File: config.mk
export PLATFORM = sky130hd
export DESIGN_NAME = mpim_div_cell
export DESIGN_NICKNAME = d
export VERILOG_FILES = /design/src/mpim_pkg.sv /design/src/mpim_div_cell.sv
export SDC_FILE = /design/constraint.sdc
export NUM_CORES = 1
export LEC_CHECK = 0
export BUFFER_PORTS_ARGS = -buffer_cell sky130_fd_sc_hd__buf_2
export CAP_MARGIN = 5
export CORE_MARGIN = 2
export CORE_UTILIZATION = 29
export CTS_CLUSTER_DIAMETER = 80
export DETAILED_ROUTE_END_ITERATION = 10
export SYNTH_ARGS = -nofsm -noshare
export SYNTH_HDL_FRONTEND = slang
export SYNTH_SLANG_ARGS = --single-unit
File: constraint.sdc
create_clock -name clk_i -period 1.2 [get_ports clk_i]
set_clock_uncertainty 0.1 [all_clocks]
set_input_delay 0.18 -clock clk_i [delete_from_list [all_inputs] [get_ports clk_i]]
set_output_delay 0.18 -clock clk_i [all_outputs]
set_load 0.05 [all_outputs]
File: src/mpim_pkg.sv
package mpim_pkg;

  // Sizes of the tensor description and of the flat indexes.
  localparam int MAX_DIMS = 4;
  localparam int IDX_W    = 24;
  localparam int DIM_W    = 16;

  // Output strides are kept one bit wider than an index. Any stride above the
  // largest index gives quotient zero, so larger products saturate here.
  localparam int OSTR_W   = IDX_W + 1;
  localparam int BIT_W    = $clog2(IDX_W);
  localparam int DSEL_W   = (MAX_DIMS > 1) ? $clog2(MAX_DIMS) : 1;
  localparam int CNT_W    = $clog2(MAX_DIMS + 1);
  localparam int NDIM_W   = 3;
  localparam int OSZ_W    = DIM_W + 2;

  // Configuration port.
  localparam int CFG_W     = 48;
  localparam int CFG_IDX_W = 3;
  localparam int SHAPE_W   = 48;

  localparam logic [CFG_IDX_W-1:0] CFG_REFLECT = CFG_IDX_W'(0);
  localparam logic [CFG_IDX_W-1:0] CFG_DIMS    = CFG_IDX_W'(1);
  localparam logic [CFG_IDX_W-1:0] CFG_SHAPE0  = CFG_IDX_W'(2);

  // Bit positions of the fields inside one shape register.
  localparam int SIZE_LSB  = 0;
  localparam int LEFT_LSB  = 16;
  localparam int RIGHT_LSB = 32;

  // One request in flight through the chain.
  typedef struct packed {
    logic             vld;
    logic [IDX_W-1:0] rem;
    logic [IDX_W-1:0] quot;
    logic [IDX_W-1:0] flat;
  } mpim_item_t;

endpackage

File: src/mpim_div_cell.sv
// One restoring-division step: decides one quotient bit of one dimension.
module mpim_div_cell (
  input  logic                        clk_i,
  input  logic                        rst_ni,
  input  logic                        adv_i,
  input  logic                        en_i,
  input  logic [mpim_pkg::OSTR_W-1:0] stride_i,
  input  logic [mpim_pkg::BIT_W-1:0]  bit_i,
  input  mpim_pkg::mpim_item_t        item_i,
  output mpim_pkg::mpim_item_t        item_o
);

  logic [mpim_pkg::IDX_W-1:0] shr;
  logic                       take;
  mpim_pkg::mpim_item_t       item_d;
  mpim_pkg::mpim_item_t       item_q;
  logic                       vld_q;

  // Subtract the shifted stride when it fits into the remainder.
  always_comb begin
    shr    = item_i.rem >> bit_i;
    take   = en_i && ({1'b0, shr} >= stride_i);
    item_d = item_i;
    if (take) begin
      item_d.rem          = item_i.rem - (stride_i[mpim_pkg::IDX_W-1:0] << bit_i);
      item_d.quot[bit_i]  = 1'b1;
    end
  end

  always_ff @(posedge clk_i or negedge rst_ni) begin
    if (!rst_ni) begin
      vld_q <= 1'b0;
    end else if (adv_i) begin
      vld_q <= item_i.vld;
    end
  end

  always_ff @(posedge clk_i) begin
    if (adv_i) begin
      item_q <= item_d;
    end
  end

  always_comb begin
    item_o     = item_q;
    item_o.vld = vld_q;
  end

endmodule

### Word-level counts from Yosys, hierarchy flattened

Cells that the tools add are included.

* $add $sub $neg: 1
* multipliers: 0
* div/mod/pow operators: 0
* $lt $le $gt $ge: 3
* eq/ne operators: 0
* shift operators: 2
* muxes and demuxes: 3
* bitwise operators: 1
* reduce and logical (&&, ||, !) cells: 2

Operator list (number)
* 2-to-1 mux 48 bit: 1
* greater-or-equal comparator 24 x 25 -> 1 bit: 1
* bitwise OR 24 bit: 1
* left shift 24 x 5 -> 24 bit: 1
* >> shifter 24 x 5 -> 24 bit: 1
* subtractor 24 bit: 1
* less-than comparator 5 x 6 -> 1 bit (second input constant): 1
* demux 1 bit (select 5 bit): 1
* greater-or-equal comparator 5 x 1 -> 1 bit (second input constant): 1
* logical AND 1 bit: 2
* 2-to-1 mux 1 bit: 1

* register bits after elaboration: 73
* bits in latches: 0
* RAM bits: 0
* bits in read-only memories: 0
* input bits: 107
* memories kept: 0

### Depth between registers and ports, before layout

* depth in word-level cells: 6
* mapped depth: 21

### Least setup slack after synthesis

No wires, ideal clock.

* path kind: input to register
* start: in bit_i[0] (netlist bit)
* end: reg item_q, in the netlist item_o[68] (data pin)
* data arrival time: 3.578 ns
* path slack: -2.738 ns
* stages: 16
* path buffers: 5
* cells stage by stage: buf_6 > buf_12 > buf_4 > mux4_2 > mux4_2 > a21oi_1 > ha_1 > nand2b_1 > a211oi_2 > nor4_1 > o31ai_2 > a31oi_2 > or2_1 > buf_6 > buf_6 > mux2_4

RTL lines
* start, declared: line mpim_div_cell.sv:8 `input logic [mpim_pkg::BIT_W-1:0] bit_i,`
* end signal, assigned: line mpim_div_cell.sv:40 `item_q <= item_d;`
* end, declared: line mpim_div_cell.sv:16 `mpim_pkg::mpim_item_t item_q;`

==> results.ini <==
[pwr]
combPwrFrac_pct=47.1
ir_drop_uv=699
p_clk_share_pct=24.2
seq_power_share_pct=28.8
power.switching_uw=4010
power_density_mw_per_mm2=951
sw_frac_of_total_pct=36.8
p_leak_uw=0.00512
internal_power_uw=6890

[worst_setup_path]
critPathRequiredTime_ns=1.19
reg2reg_depth=1
path_max_fanout=7
critPathArrivalTime_ns=3.41
crit_type=in -> reg
cp-end-kind=flop
cpPeakStageDelay_ns=0.51
worstPathCellList=buf_12 > buf_8 > mux4_2 > mux4_2 > a21oi_2 > ha_1 > nand2b_4 > a211oi_2 > nor4_2 > o31ai_2 > a31oi_2 > or2_4 > buf_8 > clkbuf_16 > a31o_2
cp-start-kind=input pin
slowest_stage=mux4_2

[route]
drc=0
via_per_inst=5.17
drtIter0Drc=533
vias=7443
drtAntennaViolNets=0
routed_wl_um=28200
wl_per_cell_um=19.6
firstDrtPassIters=5

[cells_and_area]
synthToLayoutAreaGrowth_pct=69.9
finalNonFillerCells=1439
final_core_util_pct=50.4
drive_gt1_share_pct=52.7
antenna_cells=0
nNetsFinal=1276

[yosys]
ys_seq_elements=73
ys.flop_type=edfxtp_1
yosysTopAreaCell=edfxtp_1
synthArstFlopShare_pct=1.37
synth_area_mm2=0.00675
seq_area_frac_synth_pct=32.4
ys_types=70
syn_nets=835
netlist_top_cells_area=edfxtp_1 (32%), ha_1 (8.7%), mux4_2 (7.0%), mux2_2 (4.5%), a21oi_1 (4.4%)
yosysWarnings=0
synth_cells=680
synth-edff-count=72
syn_avg_cell_area_um2=9.93
synth_top_area_share_pct=32.0

[timing]
min_period_ns=3.42
final_max_slew_viol_count=0
tns_ns=-104.72
clock.fmax_mhz=292
fin_ws_ns=-2.22
hold_violations=0
fin_crit_sh_pct=285
worst_pin_slew_ns=0.429
setup_viol=58
rsz0062_at_grt=yes
maxSlewHeadroom_pct=71.0

[hold_path]
hp-class=in -> reg
hold_depth=2

[floorplan]
rows=55
initial_core_util_pct=29.6
core_area_mm2=0.0228
die_x_um=157
die_area_mm2=0.0245
ios=180
die_h_um=157

[clocking]
clock_latency_ns=0.34
cts_sinks=73
h-tree-depth=3
cts_tree=done
cts_buffers=9
clockBufferDepth=2
root_buffer=clkbuf_16
clkTransAtPathRegs_ns=0.07

[global_route]
grt_use_total_pct=21.7
grt_pass1_vias=7269
gr-total-overflow=0
grt_max_degree=37
grt_pass1_wl_um=40500
antenna_found_initial=0

[placed_design]
globalplace.congestion=0.934
dpl.hpwl_um=21700
io_buffer_count=179
place_inst=1373

[outcome]
violations=setup timing
status=finished with violations

[run]
maxCapViolations=0

==> placed cells by master (no fill, tap or decap), drive strengths merged, types with 10 or more instances in the layout <==
cell,instances
buf,433
edfxtp,72
a21oi,59
nor2,55
nand2,52
ha,47
inv,40
dlygate4sd3,35
mux2i,30
mux2,30
o21ai,29
mux4,24
a211oi,20
a31o,18
xnor2,14
o22ai,12
a21o,11
clkbuf,11
nor3,10
==> state kept, by name, summed over array words and instances (netlist names) <==
| signal | count |
|---|---|
| item_o | 72 |
| vld_q | 1 |
==> worst max-delay path, delay by kind of cell <==
family | cells | cell delay, ns
multiplexers | 2 | 1.00
AO/OA/AOI/OAI | 5 | 0.96
buffers and inverters | 4 | 0.54
AND/OR/NAND/NOR | 3 | 0.50
adder cells (fa/ha/maj) | 1 | 0.23
==> cells by family after synthesis <==
group | synth area share [%]
simple gates | 11.9
flops | 32.4
xor+xnor | 2.46
mux | 18.1
fa+ha+maj | 9.00
buf+inv | 5.39
compound gates | 20.7
==> synthesized netlist by cell type, types with 4 or more instances <==
master	count
and3_1	7
mux4_2	21
o21a_1	4
mux2_2	27
inv_1	36
nand2_1	52
nand3_1	8
o22a_1	5
nor3_1	10
a31o_2	18
nand4_1	8
nor2b_1	9
nand2b_1	4
xnor2_1	14
clkbuf_1	19
edfxtp_1	72
xor2_1	5
ha_1	47
nor2_1	54
a21o_1	11
buf_2	11
a21oi_1	59
o21bai_1	4
mux2i_1	27
buf_4	5
a211oi_1	19
o22ai_1	12
a41o_1	6
a22oi_1	7
o21ai_0	29
and2_1	9
==> power groups by stage <==
stage,logic [uW],registers (uW),clock network (uW)
floorplan,1790,3850,0
global placement,4400,3130,0
detailed placement,4410,3140,0
CTS,4850,3110,2680
global route,5470,3150,2760
finish,5130,3140,2630
==> final timing paths <==
path	to	from	slack, ns
worst max register to register	vld_q	vld_q	0.34
min in group asynchronous	vld_q	rst_ni	0.05
worst min-delay path	item_o[46]	item_i[46]	0.01
max in group asynchronous	vld_q	rst_ni	0.86
worst max-delay path	item_o[31]	bit_i[0]	-2.22
worst min register to register	vld_q	vld_q	0.44
==> area by class of cell <==
| class | count | area [um^2] |
|---|---|---|
| Clock inverter | 7 | 61.3 |
| Clock buffer | 9 | 225 |
| Sequential cell | 73 | 2190 |
| Inverter | 37 | 139 |
| Tap cell | 313 | 392 |
| Timing Repair Buffer | 471 | 3860 |
| Fill cell | 2060 | 11300 |
| Multi-Input combinational cell | 529 | 4610 |
==> stage by stage <==
| step | instance area [um^2] | setup WS [ns] | total power, uW | hold slack [ns] |
|---|---|---|---|---|
| 6_report | 11500 | -2.22 | 10900 | 0.0111 |
| 5_1_grt | 11500 | -2.31 | 11400 | 0.00625 |
| 4_1_cts | 10900 | -2.19 | 10600 | 0.000241 |
| 3_5_place_dp | 9750 | -2.86 | 7540 | -0.143 |
| 3_3_place_gp | 9750 | -2.90 | 7540 | -0.144 |
| 2_1_floorplan | 6800 | -2.56 | 5640 | -0.216 |
==> layer usage <==
metal	track usage (%)	wire length [um]
met5	0	0
met4	5.20	546
met1	29.1	12100
met2	36.1	13400
met3	4.07	2070
==> timing repair <==
item	CTS	global route
hold endpoints to repair	34	1
pin swaps	21	19
gates resized for setup	141	124
endpoints found under the setup margin	99	116
hold buffers	34	1
cloned	2	3
setup buffers	7	3
Power figures use the tool's default switching activity.
