`config.mk`:
```
export PLATFORM = sky130hd
export DESIGN_NAME = mpim_tail_cell
export DESIGN_NICKNAME = d
export VERILOG_FILES = /design/src/mpim_pkg.sv /design/src/mpim_tail_cell.sv
export SDC_FILE = /design/constraint.sdc
export NUM_CORES = 1
export LEC_CHECK = 0
export BUFFER_PORTS_ARGS = -buffer_cell sky130_fd_sc_hd__buf_2
export CORE_ASPECT_RATIO = 0.6
export CORE_UTILIZATION = 44
export CTS_CLUSTER_DIAMETER = 60
export DETAILED_ROUTE_END_ITERATION = 10
export GPL_TIMING_DRIVEN = 0
export PLACE_DENSITY = 0.69
export SKIP_CTS_REPAIR_TIMING = 1
export SLEW_MARGIN = 20
export SYNTH_ARGS = -nofsm -noshare
export SYNTH_HDL_FRONTEND = slang
export SYNTH_SLANG_ARGS = --single-unit
```
`constraint.sdc`:
```
create_clock -name clk_i -period 15.77 [get_ports clk_i]
set_input_delay 3.154 -clock clk_i [delete_from_list [all_inputs] [get_ports clk_i]]
set_output_delay 3.154 -clock clk_i [all_outputs]
set_load 0.02 [all_outputs]
```
`src/mpim_pkg.sv`:
```
package mpim_pkg;

  // Sizes of the tensor description and of the flat indexes.
  localparam int MAX_DIMS = 4;
  localparam int IDX_W    = 24;
  localparam int DIM_W    = 16;

  // Output strides are kept one bit wider than an index. Any stride above the
  // largest index gives quotient zero, so larger products saturate here.
  localparam int OSTR_W   = IDX_W + 1;
  localparam int BIT_W    = $clog2(IDX_W);
  localparam int DSEL_W   = (MAX_DIMS > 1) ? $clog2(MAX_DIMS) : 1;
  localparam int CNT_W    = $clog2(MAX_DIMS + 1);
  localparam int NDIM_W   = 3;
  localparam int OSZ_W    = DIM_W + 2;

  // Configuration port.
  localparam int CFG_W     = 48;
  localparam int CFG_IDX_W = 3;
  localparam int SHAPE_W   = 48;

  localparam logic [CFG_IDX_W-1:0] CFG_REFLECT = CFG_IDX_W'(0);
  localparam logic [CFG_IDX_W-1:0] CFG_DIMS    = CFG_IDX_W'(1);
  localparam logic [CFG_IDX_W-1:0] CFG_SHAPE0  = CFG_IDX_W'(2);

  // Bit positions of the fields inside one shape register.
  localparam int SIZE_LSB  = 0;
  localparam int LEFT_LSB  = 16;
  localparam int RIGHT_LSB = 32;

  // One request in flight through the chain.
  typedef struct packed {
    logic             vld;
    logic [IDX_W-1:0] rem;
    logic [IDX_W-1:0] quot;
    logic [IDX_W-1:0] flat;
  } mpim_item_t;

endpackage

```
`src/mpim_tail_cell.sv`:
```
// End of one dimension: mirrors the coordinate, then adds coordinate times
// input stride to the flat source index.
module mpim_tail_cell (
  input  logic                       clk_i,
  input  logic                       rst_ni,
  input  logic                       adv_i,
  input  logic                       en_i,
  input  logic                       off_i,
  input  logic [mpim_pkg::DIM_W-1:0] size_i,
  input  logic [mpim_pkg::DIM_W-1:0] left_i,
  input  logic [mpim_pkg::IDX_W-1:0] istride_i,
  input  mpim_pkg::mpim_item_t       item_i,
  output mpim_pkg::mpim_item_t       item_o
);

  localparam int MW = mpim_pkg::IDX_W + 1;
  localparam int PW = mpim_pkg::DIM_W + mpim_pkg::IDX_W;

  logic [MW-1:0]              p;
  logic [MW-1:0]              lft;
  logic [MW-1:0]              sz;
  logic [MW-1:0]              q;
  logic [MW-1:0]              beyond;
  logic [MW-1:0]              edge_pos;
  logic [MW-1:0]              r;
  logic [mpim_pkg::DIM_W-1:0] coord_d;

  logic                       m_vld_q;
  logic [mpim_pkg::IDX_W-1:0] m_rem_q;
  logic [mpim_pkg::IDX_W-1:0] m_flat_q;
  logic [mpim_pkg::DIM_W-1:0] m_coord_q;

  logic [PW-1:0]              prod;
  logic                       o_vld_q;
  mpim_pkg::mpim_item_t       o_item_q;

  // Fold the padded coordinate back into the input range.
  always_comb begin
    p        = MW'(item_i.quot);
    lft      = MW'(left_i);
    sz       = MW'(size_i);
    q        = p - lft;
    beyond   = q - sz;
    edge_pos = sz - MW'(1) - MW'(off_i);
    r        = '0;
    if (sz == '0) begin
      r = '0;
    end else begin
      if (p < lft) begin
        r = lft + MW'(off_i) - MW'(1) - p;
      end else if (q < sz) begin
        r = q;
      end else if (sz < MW'(1) + MW'(off_i)) begin
        r = '0;
      end else begin
        r = edge_pos - ((beyond < edge_pos) ? beyond : edge_pos);
      end
      if (r > sz - MW'(1)) begin
        r = sz - MW'(1);
      end
    end
    coord_d = en_i ? r[mpim_pkg::DIM_W-1:0] : '0;
  end

  // Mirror stage.
  always_ff @(posedge clk_i or negedge rst_ni) begin
    if (!rst_ni) begin
      m_vld_q <= 1'b0;
      o_vld_q <= 1'b0;
    end else if (adv_i) begin
      m_vld_q <= item_i.vld;
      o_vld_q <= m_vld_q;
    end
  end

  always_ff @(posedge clk_i) begin
    if (adv_i) begin
      m_rem_q   <= item_i.rem;
      m_flat_q  <= item_i.flat;
      m_coord_q <= coord_d;
    end
  end

  // Multiply-add stage; the quotient is cleared for the next dimension.
  assign prod = PW'(m_coord_q) * PW'(istride_i);

  always_ff @(posedge clk_i) begin
    if (adv_i) begin
      o_item_q.vld  <= 1'b0;
      o_item_q.rem  <= m_rem_q;
      o_item_q.quot <= '0;
      o_item_q.flat <= m_flat_q + prod[mpim_pkg::IDX_W-1:0];
    end
  end

  always_comb begin
    item_o     = o_item_q;
    item_o.vld = o_vld_q;
  end

endmodule

```
# Word-level counts from Yosys, hierarchy flattened
# Index checks and enable logic that the tools add are counted.
# op_classes
mul	1
add_sub_neg	10
n_bitwise	1
reduce_logical	2
magnitude_cmp	5
n_mux	6
# ops
cell	count
$mux 25	5
$gt 25x25->1	1
$lt 25x16->1	1
$lt 25x25->1	1
$sub 24x16->25	1
$sub 25x1->25	1
$sub 25x16->25	1
$sub 25x24->25	1
$sub 25x25->25	1
$add 24x24->24	1
$lt 24x16->1	1
$mul 16x24->24	1
$sub 17x1->18 const B	1
$add 16x1->17	1
$sub 16x1->17 const B	1
$logic_not 16->1	1
$lt 16x2->1	1
$mux 16	1
$add 1x1->2 const A	1
$reduce_or 2->1	1
$not 1->1	1
# word_totals
elab_cells	32
ff_bits	114

# Longest topological paths before layout
# depth
depth_word	11
depth_mapped	50
ltp_nobuf	48

# Least setup slack after synthesis
# No wires, ideal clock.
# synth_path
path_kind	in2reg
startpoint	in left_i[4] (netlist name)
endpoint	reg m_coord_q[0] (netlist name) (data pin)
t_required_ns	15.505
setup_time_ns	0.265
path_slack_ns	2.759
stages	47
path_buffers	3
arrival_ns	12.746
cell_sequence	inv_1 -> ha_1 -> a2111o_1 -> or2_2 -> and3_1 -> or3_1 -> a21oi_1 -> xnor2_1 -> ha_1 -> a2111oi_0 -> o2bb2ai_1 -> a21oi_1 -> a21oi_1 -> nand2_1 -> xnor2_1 -> ha_1 -> a21oi_1 -> nand2_1 -> [... 11 more ...] -> a211oi_1 -> o2bb2ai_1 -> o211ai_1 -> a31oi_1 -> o41ai_1 -> a21o_1 -> xor2_1 -> a32o_1 -> ha_1 -> a21o_1 -> a21o_1 -> a21oi_1 -> o2111ai_1 -> a21o_1 -> and3_1 -> clkbuf_1 -> nand2_1 -> o22ai_1
# synth_between
elab_chain_cells	11
# synth_rtl
item	line_no	rtl
from (decl)	mpim_tail_cell.sv:10	input logic [mpim_pkg::DIM_W-1:0] left_i,
$sub 24x16->25	mpim_tail_cell.sv:42	q = p - lft;
$sub 25x16->25	mpim_tail_cell.sv:43	beyond = q - sz;
$lt 25x25->1	mpim_tail_cell.sv:56	r = edge_pos - ((beyond < edge_pos) ? beyond : edge_pos);
$mux 25	mpim_tail_cell.sv:56	
$sub 25x25->25	mpim_tail_cell.sv:56	
$mux 25	mpim_tail_cell.sv:53	end else if (sz < MW'(1) + MW'(off_i)) begin
$mux 25	mpim_tail_cell.sv:51	end else if (q < sz) begin
$mux 25 *	mpim_tail_cell.sv:49	if (p < lft) begin
$mux 25 *	mpim_tail_cell.sv:46	if (sz == '0) begin
$gt 25x25->1	mpim_tail_cell.sv:58	if (r > sz - MW'(1)) begin
$mux 16 *	mpim_tail_cell.sv:58	
to (signal assigned)	mpim_tail_cell.sv:80	m_coord_q <= coord_d;
to (decl)	mpim_tail_cell.sv:31	logic [mpim_pkg::DIM_W-1:0] m_coord_q;
# Every way passes the cells marked *; elsewhere a longest branch is shown, timed or not. The select of a mux whose other input is x is not followed.
# A chain may end at the register's enable or synchronous reset.

# Worst setup path in the final report
# layout_path
startpoint	in left_i[2] (netlist name)
endpoint	reg m_coord_q[0] (netlist name) (data pin)
# The elaborated chain is that of the path after synthesis.

==> results_dict.tcl <==
set metrics [dict create \
    status "finished, final reports clean" \
    synth_top_area_share_pct 22.8 \
    rr_worst_depth 22 \
    internal_power_mw 2.72 \
    clock_sinks 114 \
    synth_ff_type "edfxtp_1" \
    place_congestion 0.998 \
    die_area_um2 44400 \
    fin_skew_ps 13.4 \
    yosys.cell_types.count 85 \
    fin_setup_tns_ps 0 \
    final_common_cell "inv_1" \
    hold_viol_final 0 \
    synthAdderAreaFrac_pct 35.7 \
    start_kind "input port" \
    synth_xor_area_share_pct 7.60 \
    clkPwrFrac_pct 6.9 \
    diodes 0 \
    drv_slew 0 \
    numPortBuffers 175 \
    area.growth.synth_to_final_pct 12.0 \
    p_switching_mw 2.76 \
    maxCapViolCount 0 \
    start_util_pct 45.2 \
    drc 0 \
    reg2reg_slack_ps 7400 \
    drive_gt1_share_pct 11.5 \
    synthTopCellsByArea "fa_1 (23%), edfxtp_1 (18%), ha_1 (13%), inv_1 (7.0%), xnor2_1 (6.0%)" \
    crit_required_ps 15930 \
    synthCells 2157 \
    pre_cts_ws_ps -805 \
    num_rows 58 \
    placed_area_um2 20900 \
    routed_wl_um 55800 \
    period_needed_ps 15320 \
    synth_mux_area_share_pct 0.961 \
    switching_share_pct 50.3 \
    ant_nets 0 \
    cts.reportedPaths.clkPinSlew_ps 60 \
    drtIter0Drc 1427 \
    vias 15900 \
    overflow 0 \
    use_met2_pct 34.7 \
    dp_cells 2926 \
    core_um2 42400 \
    cts_tree "built" \
    drt-vias-per-instance 5.37 \
    grt_max_degree 70 \
    cts-buffers-inserted 17 \
    clk_latency_ps 440 \
    fillers 4015 \
    dpl.hpwl_um 47000 \
    ioPinCount 207 \
    fin_ws_ps 451 \
    max-vdd-ir-drop_mv 0.351 \
    synth-seq-area-share_pct 17.8 \
    cp.arrival_ps 15480 \
    cp_common_cell "ha_1" \
    layout_common_cells "inv_1 (359), nand2_1 (269), fa_1 (218)" \
    yosys.area_share.simple_pct 15.9 \
    synth_top_family_by_area "adder cells" \
    grt_usage_pct 25.5 \
    seq_power_share_pct 11.3 \
    ys_ff_latch 114 \
    grt-busiest-layer "met1" \
    end_kind "flip-flop" \
    endpoint "m_coord_q[0]" \
    synth-edff-count 112 \
    htree_levels 4 \
    synthesis.area_um2 19100 \
    antenna_found_initial 0 \
    hold-path-cell-count 0 \
    drt-pass1-iter-count 5 \
    max_stage_delay_ps 540 \
    grt.met3_usage_pct 5.73 \
    path_depth 50 \
    grt_pass1_vias 15100 \
    powerDensity_nw_per_um2 256 \
    die_height_um 164 \
    setup_viol 0 \
    ys_warn_count 0 \
    path_buf_inv 5 \
    synth_compound_area_share_pct 12.4 \
    yosysTopAreaCell "fa_1" \
    fmax_mhz 65.3 \
    grt_pass1_wl_um 86300 \
    r2r-start "m_coord_q[5]" \
    p_comb_share_pct 81.8 \
    worstMarginPinSlew_ps 1060 \
    hold_class "reg -> reg" \
    synth.avg_cell_area_um2 8.87 \
    clock-root-buffer "clkbuf_16" \
    fp.dieW_um 271 \
    timing.rr.end "item_o[23]" \
    p_leak_nw 9.96 \
    ys_async_sr_fraction_pct 1.75 \
    fin_crit_sh_pct 97.1 \
    final_area_um2 21400 \
    stdcell_count 2957 \
    critical_path.slowest_cell "o41ai_1" \
    critical-path-top-delay-family "compound AO/OA/AOI/OAI gates" \
    whs_ps 415 \
    grt_use_met1_pct 41.0 \
    detail_route.wl_per_cell_um 18.9 \
    critical_path_class "in -> reg" \
    final_nets 2924 \
    crit_path_start "left_i[2]" \
    worstPathMaxFanout 10 \
    clock_path_buffers 2 \
    slew_headroom_pct 27.4 \
]
## how the worst min path moves through the flow
stage / startpoint / to / slack, ps
after floorplan: m_rem_q[0] / item_o[48] / 400
after global placement: m_rem_q[12] / item_o[60] / 400
after detailed placement: m_rem_q[17] / item_o[65] / 410
after CTS: m_rem_q[17] / item_o[65] / 420
after global routing: m_rem_q[17] / item_o[65] / 420
final: m_rem_q[11] / item_o[59] / 410
## Yosys cell counts (9+ instances only)
library cell  instances
xor2_1               34
buf_4                27
ha_1                197
nor3_1               46
mux2i_1              15
nor4_1               14
o21ai_1              10
a21oi_1              96
nand2b_1             24
nand3_1              34
o21bai_1              9
or3_1                15
a21o_1               42
a211oi_1             12
edfxtp_1            112
o211ai_1             10
nor2b_1              12
and3_1               16
clkbuf_1             50
a31oi_1              11
nand4_1              16
and2_1               85
o21ai_0              56
nor2_1               81
o21a_1               30
xnor2_1             132
fa_1                218
inv_1               359
nand2_1             269
## registers in the layout, indices dropped and copies added, names as in the netlist
signal,count
item_o,48
m_coord_q,16
m_flat_q,24
m_rem_q,24
m_vld_q,1
o_vld_q,1
## cells by family (layout without fill, tap and decap cells)
kind of cell / count (synthesis) / after routing
simple gates: 634 / 634
buf+inv: 453 / 660
fa+ha+maj: 415 / 415
compound gates: 356 / 356
xor+xnor: 166 / 166
flops: 114 / 114
mux: 18 / 18
other cells: 1 / 24
## power groups by stage
stage                     clock network, mW  registers, mW  logic, mW
final                                 0.377          0.619       4.48
after global routing                  0.396          0.624       5.06
after CTS                             0.382          0.619       4.47
after detailed placement                  0          0.625       4.39
after global placement                    0          0.625       4.30
after floorplan                           0          0.667       3.29
## cell type report
type	count	area, µm²	area share, %
Clock buffer	17	425	1.98
Buffer	91	478	2.23
Clock inverter	14	133	0.619
Sequential cell	114	3410	15.9
Tap cell	570	713	3.33
Multi-Input combinational cell	1613	14000	65.3
Inverter	362	1360	6.34
Timing Repair Buffer	176	910	4.24
## per-stage QoR
stage	util, %	power (mW)
2_1_floorplan	-	3.96
3_3_place_gp	49.1	4.92
3_5_place_dp	49.2	5.02
4_1_cts	50.5	5.47
5_1_grt	50.6	6.08
6_report	50.6	5.48
## layer usage
metal	wire length, µm	vias up
met3	5420	31
met2	21600	615
met5	0	-
met1	28400	7688
li1	-	7535
met4	313	0
Power figures use the tool's default switching activity.
